### src/rtl/bbc_pkg.sv
`default_nettype none
package bbc_pkg;

	// sample and coefficient formats
	localparam int DataWidth     = 32;
	localparam int SampleWidth   = 32;
	localparam int CoefWidth     = 32;
	localparam int CoefFrac      = 28;
	localparam int AccWidth      = 64;
	localparam int CfgIndexWidth = 3;

	// second multiplier operand carries one extra bit so the low error half is unsigned
	localparam int MulBWidth  = CoefWidth + 1;
	localparam int ProdWidth  = CoefWidth + MulBWidth;
	localparam int ErrHiShift = 32 - CoefFrac;

	typedef enum logic [3:0] {
		ST_MUL_B0,
		ST_MUL_B1,
		ST_ROUND,
		ST_ERR,
		ST_FB1_Y,
		ST_FB1_HI,
		ST_FB1_LO,
		ST_FB2_Y,
		ST_FB2_HI,
		ST_FB2_LO,
		ST_COMMIT
	} step_t;

	typedef struct packed {
		logic  start;
		logic  run;
		logic  stage;
		step_t step;
		logic  fire_out;
	} ctrl_t;

endpackage
`default_nettype wire

### src/rtl/bbc_mul.sv
`default_nettype none
module bbc_mul
	import bbc_pkg::*;
(
	input  wire logic                        clk,
	input  wire logic signed [CoefWidth-1:0] op_a,
	input  wire logic signed [MulBWidth-1:0] op_b,
	output logic signed [ProdWidth-1:0]      prod_s1
);

	always_ff @(posedge clk) begin
		prod_s1 <= ProdWidth'(op_a) * ProdWidth'(op_b);
	end

endmodule
`default_nettype wire

### config.mk
export PLATFORM = sky130hd
export DESIGN_NAME = bbc_mul
export DESIGN_NICKNAME = d
export VERILOG_FILES = /design/src/rtl/bbc_pkg.sv /design/src/rtl/bbc_mul.sv
export SDC_FILE = /design/constraint.sdc
export NUM_CORES = 2
export LEC_CHECK = 0
export BUFFER_PORTS_ARGS = -buffer_cell sky130_fd_sc_hd__buf_4
export CAP_MARGIN = 5
export CORE_MARGIN = 2
export CORE_UTILIZATION = 55
export CTS_CLUSTER_DIAMETER = 60
export CTS_CLUSTER_SIZE = 30
export DETAILED_ROUTE_END_ITERATION = 8
export HOLD_SLACK_MARGIN = 0.06
export PLACE_DENSITY = 0.73
export RECOVER_POWER = 25
export SYNTH_ARGS = -nofsm -noshare
export SYNTH_HDL_FRONTEND = slang
export SYNTH_SLANG_ARGS = --single-unit
export TNS_END_PERCENT = 5
### constraint.sdc
create_clock -name clk -period 11 [get_ports clk]
set_input_delay 0.55 -clock clk [delete_from_list [all_inputs] [get_ports clk]]
set_output_delay 0.55 -clock clk [all_outputs]
set_load 0.05 [all_outputs]
# == Word level (Yosys, flattened, before mapping) ==
# Index checks and enable logic that the tools add are counted.
# classes
mul,1
# op_table
operator,count
$mul A32 B33 Y65,1
# totals
reg_bits,65
in_bits,66
elab_cells,2

# == Depth between registers and ports, before layout ==
# logic_depth
ltp_word,1
ltp_mapped,29
ltp_nobuf,27

# == Worst setup path after synthesis ==
# Ideal clock, no wire load.
# synth_path
path_type,input port to flip-flop
from,input op_b[32]
to,register prod_s1[64]
setup_time_ps,72
t_arrival_ps,7822
slack_ps,3106
stages,26
n_path_buf,1
cell_sequence,clkbuf_1 -> nand2_1 -> inv_1 -> fa_1 -> inv_1 -> fa_1 -> inv_1 -> fa_1 -> fa_1 -> inv_1 -> fa_1 -> inv_1 -> fa_1 -> inv_1 -> fa_1 -> inv_1 -> fa_1 -> ha_1 -> and3_1 -> and2_1 -> a221o_1 -> a22o_1 -> a31oi_1 -> o311ai_1 -> o211ai_1 -> xnor2_1
# synth_between
elab_chain_len,1
# synth_rtl
item,line,rtl
"start, declared",bbc_mul.sv:7,"input wire logic signed [MulBWidth-1:0] op_b,"
$mul A32 B33 Y65,bbc_mul.sv:12,prod_s1 <= ProdWidth'(op_a) * ProdWidth'(op_b);
"end signal, assigned",bbc_mul.sv:12,
"end, declared",bbc_mul.sv:8,output logic signed [ProdWidth-1:0] prod_s1
# No other way between the ends.

# == Worst setup path in the final report ==
# layout_path
from,input op_b[0]
to,register prod_s1[61]
# Same word-level chain as after synthesis.

==> impl_results.md <==
- Status: finished, violations left
- Failing checks: max-capacitance violations, max-slew violations
- Top routing layer used: met5
- Final hold vios: 0
- Die area: 0.0717 sq mm
- Post-route DRC violation count: 0
- Sequential area share after synthesis: 3.40%
- Slew Limit Fails: 33
- Antenna violations before repair: 4
- Least-Margin Pin Slew: 1.76 ns
- Metal2 WL: 47.7 mm
- Crit share post-route: 84.3%
- Crit start category: input port
- Biggest regs: prod_s1: 65 flops
- Routed vias: roughly 27000
- Max-slew headroom: -17.5%
- Most frequent CP cell: fa_1
- Detailed Place HPWL: 78.2 mm
- Async S/R FF share, synth: 0%
- Vias/cell: 5.43
- Mapped Nets: 5378
- Met1 WL: 37.3 mm
- TritonCTS clock tree: yes
- Unique masters post-synth: between 50 and 60
- Setup-failing EPs final: 0
- FF+latch count, synth: 65
- First-pass GRT wire length: roughly 160 mm
- CP peak stage delay: 1.24 ns
- Detailed Route Iter0 Violations: 1778
- Core area: 0.0687 sq mm
- Post-synth EDFFs: 0
- Top reg by flops: prod_s1
- Max capacitance violation total: 1
- Slowest cell on crit path: clkbuf_1
- RSZ-0062 raised after global routing: no
- Synth Cell Area: between 0.03 and 0.04 sq mm
- Clock tree root driver cell: clkbuf_16
- Htree depth: 3
- WP data arrival: between 9 and 10 ns
- Initial Util: a little under three fifths
- Largest net degree at the start of global routing: 34
- Aggregate global routing overflow: 0
- DRT antenna net count: 0
- Ports: around 130
- CTS Hold Bufs: 0
- Die Y: 268 microns
- IO buf count: 130
- Fill cell total of the finished layout: 6012
- Inserted Diodes: 0
- Clock buffer depth: 2
- Min Clock Period, post-route: 9.27 ns
- Drt wl/cell: 19.8 microns
- Global-route usage over all layers: 29.1%
- CTS clk-pin slew, worst paths: 0.07 ns
- Nets: 5315
- Post-CTS setup buffer count: 0
- Synth warnings: 0
- CTS buffer count: 9
- # clock sinks: between 60 and 70
- Cells along the critical path: clkbuf_1 -> nand2_1 -> fa_1 -> fa_1 -> inv_1 -> ha_1 -> inv_1 -> fa_1 -> fa_1 -> inv_1 -> fa_1 -> fa_1 -> fa_1 -> ha_1 -> nand4_1 -> nor2_1 -> a211oi_1 -> a21oi_1 -> o2111ai_1 -> nand2_1 -> a2111oi_0 -> o41ai_1 -> xor2_1
- Crit Path Category: in2reg
- Post-cts gate resize count: 0
- CP required: ~11 ns
- Met3 WL: 7.34 mm
- Mapped Cells: 4014
- HP Class: in2reg
- Area Overhead vs Synth: 4.14%
- Layout cells sized above 1: 3.24%
- Std cell rows: 96
- F_max: 108 MHz
- Mean post-synth cell area: 9.53 sq um
- Worst-path maximum fanout: 32
- Number of flip-flops in the largest register: 65
- Worst setup EP type: register
- Die Width: 268 microns
- Post-Route WL: 96.8 mm
- Synth Flop Type: dfxtp_1
- GP Congestion: 0.925
- Setup tns final: 0 ns
- Vias in the first global route: 29600
- Drt first pass iters: 5
placed cells by master (no fill, tap or decap), types with 3 or more instances in the layout:
master and n:
nand4_1 12, clkbuf_16 9, dfxtp_1 65, nor2b_1 6
fa_1 1112, o21a_1 6, nand2b_1 11, o31ai_1 6
xor2_1 27, clkbuf_1 32, a211oi_1 4, o21bai_1 12
o21ai_0 25, a31oi_1 8, inv_1 989, and3_1 8
a21o_1 30, xnor2_1 47, and2_1 531, nand2_1 536
ha_1 186, o211ai_1 4, nand3_1 12, o21ai_1 6
nor2_1 47, buf_4 106, a2111oi_0 3, nor3_1 5
a21oi_1 70
routing by layer:
| metal | vias up | global-route usage (%) |
|---|---|---|
| li1 | 11300 | - |
| met2 | 1074 | 48.6 |
| met4 | 8 | 12.1 |
| met3 | 256 | 5.23 |
| met1 | 13900 | 37.5 |
| met5 | - | 0 |
per-stage QoR:
| step | instance area (sq um) | hold WS, ns | cells | util (%) | worst slack [ns] |
|---|---|---|---|---|---|
| floorplan | 38200 | 0.677 | 4014 | - | 3.11 |
| global placement | 39700 | 1.00 | 4871 | 57.7 | 1.78 |
| detailed placement | 39700 | 1.00 | 4871 | 57.7 | 1.73 |
| CTS | 39900 | 0.621 | 4887 | 58.1 | 2.11 |
| global route | 39800 | 0.640 | 4887 | 58.0 | 1.38 |
| finish | 39800 | 0.633 | 4887 | 58.0 | 1.73 |
final timing paths:
kind	depth (start not counted)	end	from	slack [ns]
hold / removal	2	prod_s1[0]$_DFF_P_	op_a[0]	0.63
setup / recovery	23	prod_s1[61]$_DFF_P_	op_b[0]	1.73
cell usage after synthesis (2+ instances only):
library cell | instances | share of area (%)
nor2b_1 | 6 | 0.098
and2_1 | 531 | 8.7
nand3_1 | 12 | 0.16
nand2b_1 | 11 | 0.18
a31oi_1 | 8 | 0.13
nor3_1 | 5 | 0.065
xor2_1 | 27 | 0.62
clkbuf_1 | 210 | 2.1
a211oi_2 | 2 | 0.065
o211ai_1 | 4 | 0.079
nand4_1 | 12 | 0.20
a221oi_1 | 2 | 0.046
a21o_1 | 30 | 0.59
o2111ai_1 | 2 | 0.046
inv_1 | 989 | 9.7
o21ai_1 | 6 | 0.079
xnor2_1 | 47 | 1.1
ha_1 | 186 | 6.1
and3_1 | 8 | 0.13
dfxtp_1 | 65 | 3.4
a21boi_1 | 2 | 0.039
o31ai_1 | 6 | 0.12
a211oi_1 | 4 | 0.079
a2111oi_0 | 3 | 0.069
a21oi_1 | 70 | 0.92
o41ai_1 | 2 | 0.046
or3_1 | 2 | 0.033
a2111oi_2 | 2 | 0.079
nor2_1 | 47 | 0.46
fa_1 | 1112 | 58
o21ai_0 | 25 | 0.33
o21a_1 | 6 | 0.12
o21bai_1 | 12 | 0.24
a311o_1 | 2 | 0.052
nand2_1 | 536 | 5.3
layout make-up:
| cell class | count | area, sq um | share of cell area (%) |
|---|---|---|---|
| multi-input combinational | 2749 | 32400 | 81.5 |
| inverter | 989 | 3710 | 9.32 |
| clock inverter | 5 | 55.1 | 0.138 |
| clock buffer | 11 | 243 | 0.609 |
| tap | 931 | 1160 | 2.92 |
| timing repair buffer | 137 | 912 | 2.29 |
| sequential | 65 | 1300 | 3.27 |
cell families after synthesis:
kind of cell,count (synthesis),synth area share (%)
fa+ha+maj,1298,64.3
buf+inv,1200,11.8
simple gates,1175,15.4
compound gates,202,3.47
xor+xnor,74,1.69
flops,65,3.40
critical path, delay by kind of cell:
family | cells | cell delay (ns)
adder cells (fa/ha/maj) | 9 | 3.96
buffers and inverters | 4 | 1.45
XOR/XNOR | 1 | 0.19
AND/OR/NAND/NOR | 4 | 0.70
AO/OA/AOI/OAI | 5 | 2.67
Power is left out: the tool's default activity adds up to more than one toggle a clock period on the data nets, which glitch-free logic cannot reach.
