[src/rtl/bbc_pkg.sv]
`default_nettype none
package bbc_pkg;

	// sample and coefficient formats
	localparam int DataWidth     = 32;
	localparam int SampleWidth   = 32;
	localparam int CoefWidth     = 32;
	localparam int CoefFrac      = 28;
	localparam int AccWidth      = 64;
	localparam int CfgIndexWidth = 3;

	// second multiplier operand carries one extra bit so the low error half is unsigned
	localparam int MulBWidth  = CoefWidth + 1;
	localparam int ProdWidth  = CoefWidth + MulBWidth;
	localparam int ErrHiShift = 32 - CoefFrac;

	typedef enum logic [3:0] {
		ST_MUL_B0,
		ST_MUL_B1,
		ST_ROUND,
		ST_ERR,
		ST_FB1_Y,
		ST_FB1_HI,
		ST_FB1_LO,
		ST_FB2_Y,
		ST_FB2_HI,
		ST_FB2_LO,
		ST_COMMIT
	} step_t;

	typedef struct packed {
		logic  start;
		logic  run;
		logic  stage;
		step_t step;
		logic  fire_out;
	} ctrl_t;

endpackage
`default_nettype wire

[src/rtl/bbc_ctrl.sv]
`default_nettype none
module bbc_ctrl
	import bbc_pkg::*;
(
	input  wire logic clk,
	input  wire logic arst_n,
	input  wire logic in_valid,
	input  wire logic out_hold,
	output logic      in_stall,
	output ctrl_t     ctrl
);

	typedef enum logic {S_IDLE, S_RUN} state_t;

	state_t state_q;
	step_t  step_q;
	logic   stage_q;

	always_ff @(posedge clk or negedge arst_n) begin
		if (!arst_n) begin
			state_q <= S_IDLE;
			step_q  <= ST_MUL_B0;
			stage_q <= 1'b0;
		end else begin
			case (state_q)
				S_IDLE: begin
					if (in_valid) begin
						state_q <= S_RUN;
						step_q  <= ST_MUL_B0;
						stage_q <= 1'b0;
					end
				end
				S_RUN: begin
					if (step_q == ST_COMMIT) begin
						if (!stage_q) begin
							stage_q <= 1'b1;
							step_q  <= ST_MUL_B0;
						end else if (!out_hold) begin
							// output slot free: word leaves the core
							state_q <= S_IDLE;
						end
					end else begin
						step_q <= step_t'(step_q + 1'b1);
					end
				end
				default: state_q <= S_IDLE;
			endcase
		end
	end

	assign in_stall      = (state_q == S_RUN);
	assign ctrl.start    = (state_q == S_IDLE) && in_valid;
	assign ctrl.run      = (state_q == S_RUN);
	assign ctrl.stage    = stage_q;
	assign ctrl.step     = step_q;
	assign ctrl.fire_out = (state_q == S_RUN) && (step_q == ST_COMMIT) && stage_q && !out_hold;

endmodule
`default_nettype wire

[config.mk]
export PLATFORM = sky130hd
export DESIGN_NAME = bbc_ctrl
export DESIGN_NICKNAME = d
export VERILOG_FILES = /design/src/rtl/bbc_pkg.sv /design/src/rtl/bbc_ctrl.sv
export SDC_FILE = /design/constraint.sdc
export NUM_CORES = 1
export LEC_CHECK = 0
export ABC_CLOCK_PERIOD_IN_PS = 1200
export BUFFER_PORTS_ARGS = -buffer_cell sky130_fd_sc_hd__buf_2
export CORE_AREA = 2 2 39 41
export CTS_CLUSTER_DIAMETER = 40
export DETAILED_ROUTE_END_ITERATION = 7
export DIE_AREA = 0 0 41 43
export PLACE_DENSITY_LB_ADDON = 0.3
export SYNTH_ARGS = -nofsm -noshare
export SYNTH_HDL_FRONTEND = slang
export SYNTH_SLANG_ARGS = --single-unit
[constraint.sdc]
create_clock -name clk -period 1.2 [get_ports clk]
set_clock_uncertainty 0.1 [all_clocks]
set_input_delay 0.18 -clock clk [delete_from_list [all_inputs] [get_ports clk]]
set_output_delay 0.18 -clock clk [all_outputs]
set_load 0.01 [all_outputs]
# [After elaboration in Yosys (flattened, before gate mapping)]
# Cells that the tools add are included.
[totals] ff_bits=6 input_bits=4 out_inout_bits=9 wordCells=28
[op_classes] addsub=1 eq_ne=4 mux=12 bitwise=1 reduce_logical=7
[op_table] cell="two-way mux 4 bit" count=3
[op_table] cell="case mux 4 bit (2 select lines)" count=1
[op_table] cell="two-way mux 1 bit" count=6
[op_table] cell="adder 4 x 1 -> 4 bit (second input constant)" count=1
[op_table] cell="equality test 4 bit (second input constant)" count=1
[op_table] cell="logical AND 1 bit" count=4
[op_table] cell="case mux 1 bit (2 select lines)" count=2
[op_table] cell="AND reduction 2 bit" count=2
[op_table] cell="!= test 3 bit (second input constant)" count=1
[op_table] cell="!= test 2 x 1 -> 1 bit (second input constant)" count=1
[op_table] cell="!= test 2 bit (second input constant)" count=1
[op_table] cell="zero test 1 bit" count=1
[op_table] cell="inverter 1 bit" count=1

# [Logic depth before layout (Yosys ltp)]
[logic_depth] ltp_word=4 depth_mapped=5 depth_no_buf=5

# [Worst setup path after synthesis]
# No wires, ideal clock.
[synth_timing] path_type="register to register" from="register step_q[0]" to="register state_q (netlist: in_stall)" setup_ps=124 arrival_ps=1187 required_time_ps=976 path_slack_ps=-212 stages_incl_launch_ff=6 path_buffers=0 period_less_slack_ps=1412 cell_sequence="dfrtp_1 inv_1 ha_1 and4b_4 and3b_1 nor2_1"
[synth_via] elab_chain_cells=3
[synth_lines] element="start: declaration" line="bbc_ctrl.sv:16" rtl="step_t step_q;"
[synth_lines] element="start signal: assignment" line="bbc_ctrl.sv:43" rtl="step_q <= step_t'(step_q + 1'b1);"
[synth_lines] element="equality test 4 bit" line="bbc_ctrl.sv:34" rtl="if (step_q == ST_COMMIT) begin"
[synth_lines] element="two-way mux 1 bit" line="bbc_ctrl.sv:34"
[synth_lines] element="case mux 1 bit (2 select lines)" line="bbc_ctrl.sv:25" rtl="case (state_q)"
[synth_lines] element="end signal: assignment" line="bbc_ctrl.sv:21" rtl="state_q <= S_IDLE;"
[synth_lines] element="end signal: assignment" line="bbc_ctrl.sv:28" rtl="state_q <= S_RUN;"
[synth_lines] element="end signal: assignment" line="bbc_ctrl.sv:40" rtl="state_q <= S_IDLE;"
[synth_lines] element="end: declaration" line="bbc_ctrl.sv:15" rtl="state_t state_q;"
# Every way passes these cells.
# A chain may end at the register's enable or synchronous reset.

==> metrics.md <==
| Metric | Value |
|---|---|
| Die area | `1763 sq um` |
| HP Class | `in -> reg` |
| Final max-slew violation count | `0` |
| Die width | `41 um` |
| Sequential cell area | `150.1 sq um` |
| DR vias | `roughly 360` |
| Setup TNS | `-2.332 ns` |
| Placer Congestion | `0.6765` |
| Worst vdd ir | `about 900 uV` |
| Slew of the pin with the lowest slew margin | `0.2522 ns` |
| Min Tclk post-route | `roughly 1.6 ns` |
| Most common cell in the netlist | `dfrtp_1` |
| Crit Path Category | `reg -> out` |
| Final net count | `72` |
| Final ANT Viol Nets | `0` |
| Post-synthesis cell type count | `18` |
| Max frequency | `608.5 MHz` |
| Synthesis-to-finish area growth | `90.11%` |
| Final Cell Area | `649.4 sq um` |
| Crit path required time | `0.92 ns` |
| Antenna diode count | `0` |
| CTS tree | `done` |
| Post-synth EDFFs | `0` |
| Fraction of layout cells with a size suffix above 1 | `around two thirds` |
| Crit-path max FO | `2` |
| Max-cap viol count | `0` |
| Final Hold Fails | `0` |
| Critical Path AT | `1.36 ns` |
| Routed len/inst | `about 12 um` |
| Net Count, Synth | `40` |
| Util after Layout | `roughly 47%` |
| Yosys warning count | `0` |
| Post-placement cell area | `473.0 sq um` |
| Ys flop type | `dfrtp_1` |
| Setup slack after layout | `-0.4434 ns` |
| Reg clk slew, reported paths | `0.05 ns` |
| Max-slew headroom | `83.12%` |
| Mapped Area | `341.6 sq um` |
| I/O pin cnt | `13` |
| Comb power frac | `63.8%` |
| Yosys top cell by area | `dfrtp_1` |
| Root Driver | `clkbuf_4` |
| Vias/cell | `roughly 4.5` |
| Leading post-synthesis cells by cell area | `dfrtp_1, ha_1, nand3_1, buf_4, nand3b_1` |
| FFs w/ async S/R, synth | `100.0%` |
| Fillers | `133` |
| Setup violations, final | `11` |
| Num rows | `14` |
| Via count of the first global-routing pass | `345` |
| CTS Buf Count | `3` |
| Leakage | `0.3180 nW` |
| Register area share after synthesis | `43.96%` |
| Share of the synthesized area in the top cell type | `a little over two fifths` |
| Multi-input combinational cell area | `207.7 sq um` |
| Psw | `0.5587 mW` |
| CP Launch Type | `register` |
| Area of the core | `between 1000 and 1500 sq um` |
| Syn_area_per_cell | `~10 sq um` |
| Total GRT Usage | `12.13%` |
| DR iter-0 viols | `1` |
| RSZ-0062 raised after global routing | `yes` |
| Post-DP HPWL | `612.9 um` |
| Pin count of the biggest net entering global routing | `7` |
| Part of the power in registers | `24.3%` |
| Seq cells post-synth | `6` |
| Syn Inst Count | `34` |
| Cell-internal power | `0.9873 mW` |
| Die Ht | `43 um` |
| Cell Pwr Density | `2381 nW/um^2` |
| Post-synth top cells | `dfrtp_1, nor2_1, inv_1, nand3_1` |
| GRT overflow | `0` |
| Clock share of power | `11.9%` |
| Antenna violations before repair | `0` |
| Final period utilization | `136.9%` |
| Status | `complete, but fails checks` |
| Switching share of total power | `between 30% and 40%` |
| Failing checks | `setup timing` |
| Drt first pass iters | `2` |
| Clk sink count | `6` |
| I/O Buffers | `12` |
| Initial Util | `24.68%` |
| Global-route wire length before repair | `1414 um` |
| H-tree level count | `1` |
| Clock buffer depth | `2` |
| Crit end category | `output pin` |
| Worst skew pair latency | `0.24 ns` |
| Drc violations | `0` |
| Routed WL | `924 um` |
cells by family after synthesis:
logic type / Yosys count / synth area share (%)
adder cells (fa/ha/maj): 2 / 7.325
buffers and inverters: 5 / 7.691
AO/OA/AOI/OAI: 4 / 10.26
flip-flops: 6 / 43.95
AND/OR/NAND/NOR: 17 / 30.77
metrics by stage:
stage | hold slack (ns) | instances | total power [mW] | setup slack, ns
floorplan | -0.2156 | 34 | 0.7833 | -0.1783
global placement | -0.08915 | 67 | 1.070 | -0.1999
detailed placement | -0.08683 | 67 | 1.075 | -0.2165
CTS | 0.1548 | 76 | 1.386 | -0.4313
global route | 0.1664 | 80 | 1.677 | -0.4886
finish | 0.1605 | 80 | 1.546 | -0.4434
registers in the layout, summed over array words and instances, names as in the netlist:
signal	count
in_stall	1
stage_q	1
step_q	4
final timing paths:
| check | from | endpoint | slack (ns) | cells after the start |
|---|---|---|---|---|
| setup reg to reg | step_q[1]$_DFFE_PN0P_ | step_q[3]$_DFFE_PN0P_ | -0.34 | 6 |
| setup / recovery | step_q[0]$_DFFE_PN0P_ | ctrl[0] | -0.44 | 5 |
| hold reg to reg | stage_q$_DFFE_PN0P_ | stage_q$_DFFE_PN0P_ | 0.49 | 2 |
| max in group asynchronous | arst_n | step_q[0]$_DFFE_PN0P_ | 0.66 | 2 |
| hold / removal | in_valid | stage_q$_DFFE_PN0P_ | 0.16 | 3 |
| min in group asynchronous | arst_n | stage_q$_DFFE_PN0P_ | 0.20 | 2 |
power groups by stage:
| stage | Combinational, mW | Clock, mW | Sequential (mW) |
|---|---|---|---|
| 6_report | 0.986 | 0.184 | 0.376 |
| 5_1_grt | 1.09 | 0.206 | 0.386 |
| 4_1_cts | 0.831 | 0.192 | 0.364 |
| 3_5_place_dp | 0.711 | 0 | 0.364 |
| 3_3_place_gp | 0.709 | 0 | 0.361 |
| 2_1_floorplan | 0.349 | 0 | 0.435 |
routing by layer:
layer | part of all wire [%] | track usage (%) | routed length [um]
met3 | 4.2 | 3.665 | 39
met1 | 45 | 15.46 | 413
met4 | 0 | 8.000 | 0
met5 | 0 | 0 | 0
met2 | 51 | 16.88 | 471
final cells by class:
cell class | instances | area share, %
tap | 16 | 3.083
timing repair buffer | 29 | 36.61
multi-input combinational | 23 | 31.98
clock buffer | 3 | 3.468
sequential | 6 | 23.12
inverter | 3 | 1.734
cell usage in the layout (no fill, tap or decap), types with 2 or more instances in the layout:
master    count
nand3b_1      2
buf_2         8
buf_6        10
nor2_1        3
buf_4        10
nand2_1       2
dfrtp_1       6
inv_1         2
clkbuf_4      3
nand3_1       3
timing repair:
item | in CTS | in global routing
hold buffers | 1 | 0
endpoints found under the setup margin | 9 | 13
buffers inserted | 5 | 4
hold endpoints to repair | 6 | 0
gates resized for setup | 8 | 8
pin swaps | 2 | 2
worst max-delay path, cell delays in order (launching register included):
cell     delay, ns
dfrtp_1       0.38
inv_2         0.08
ha_4          0.12
and4b_4       0.23
and3b_2       0.20
buf_6         0.10
Power figures use the tool's default switching activity.
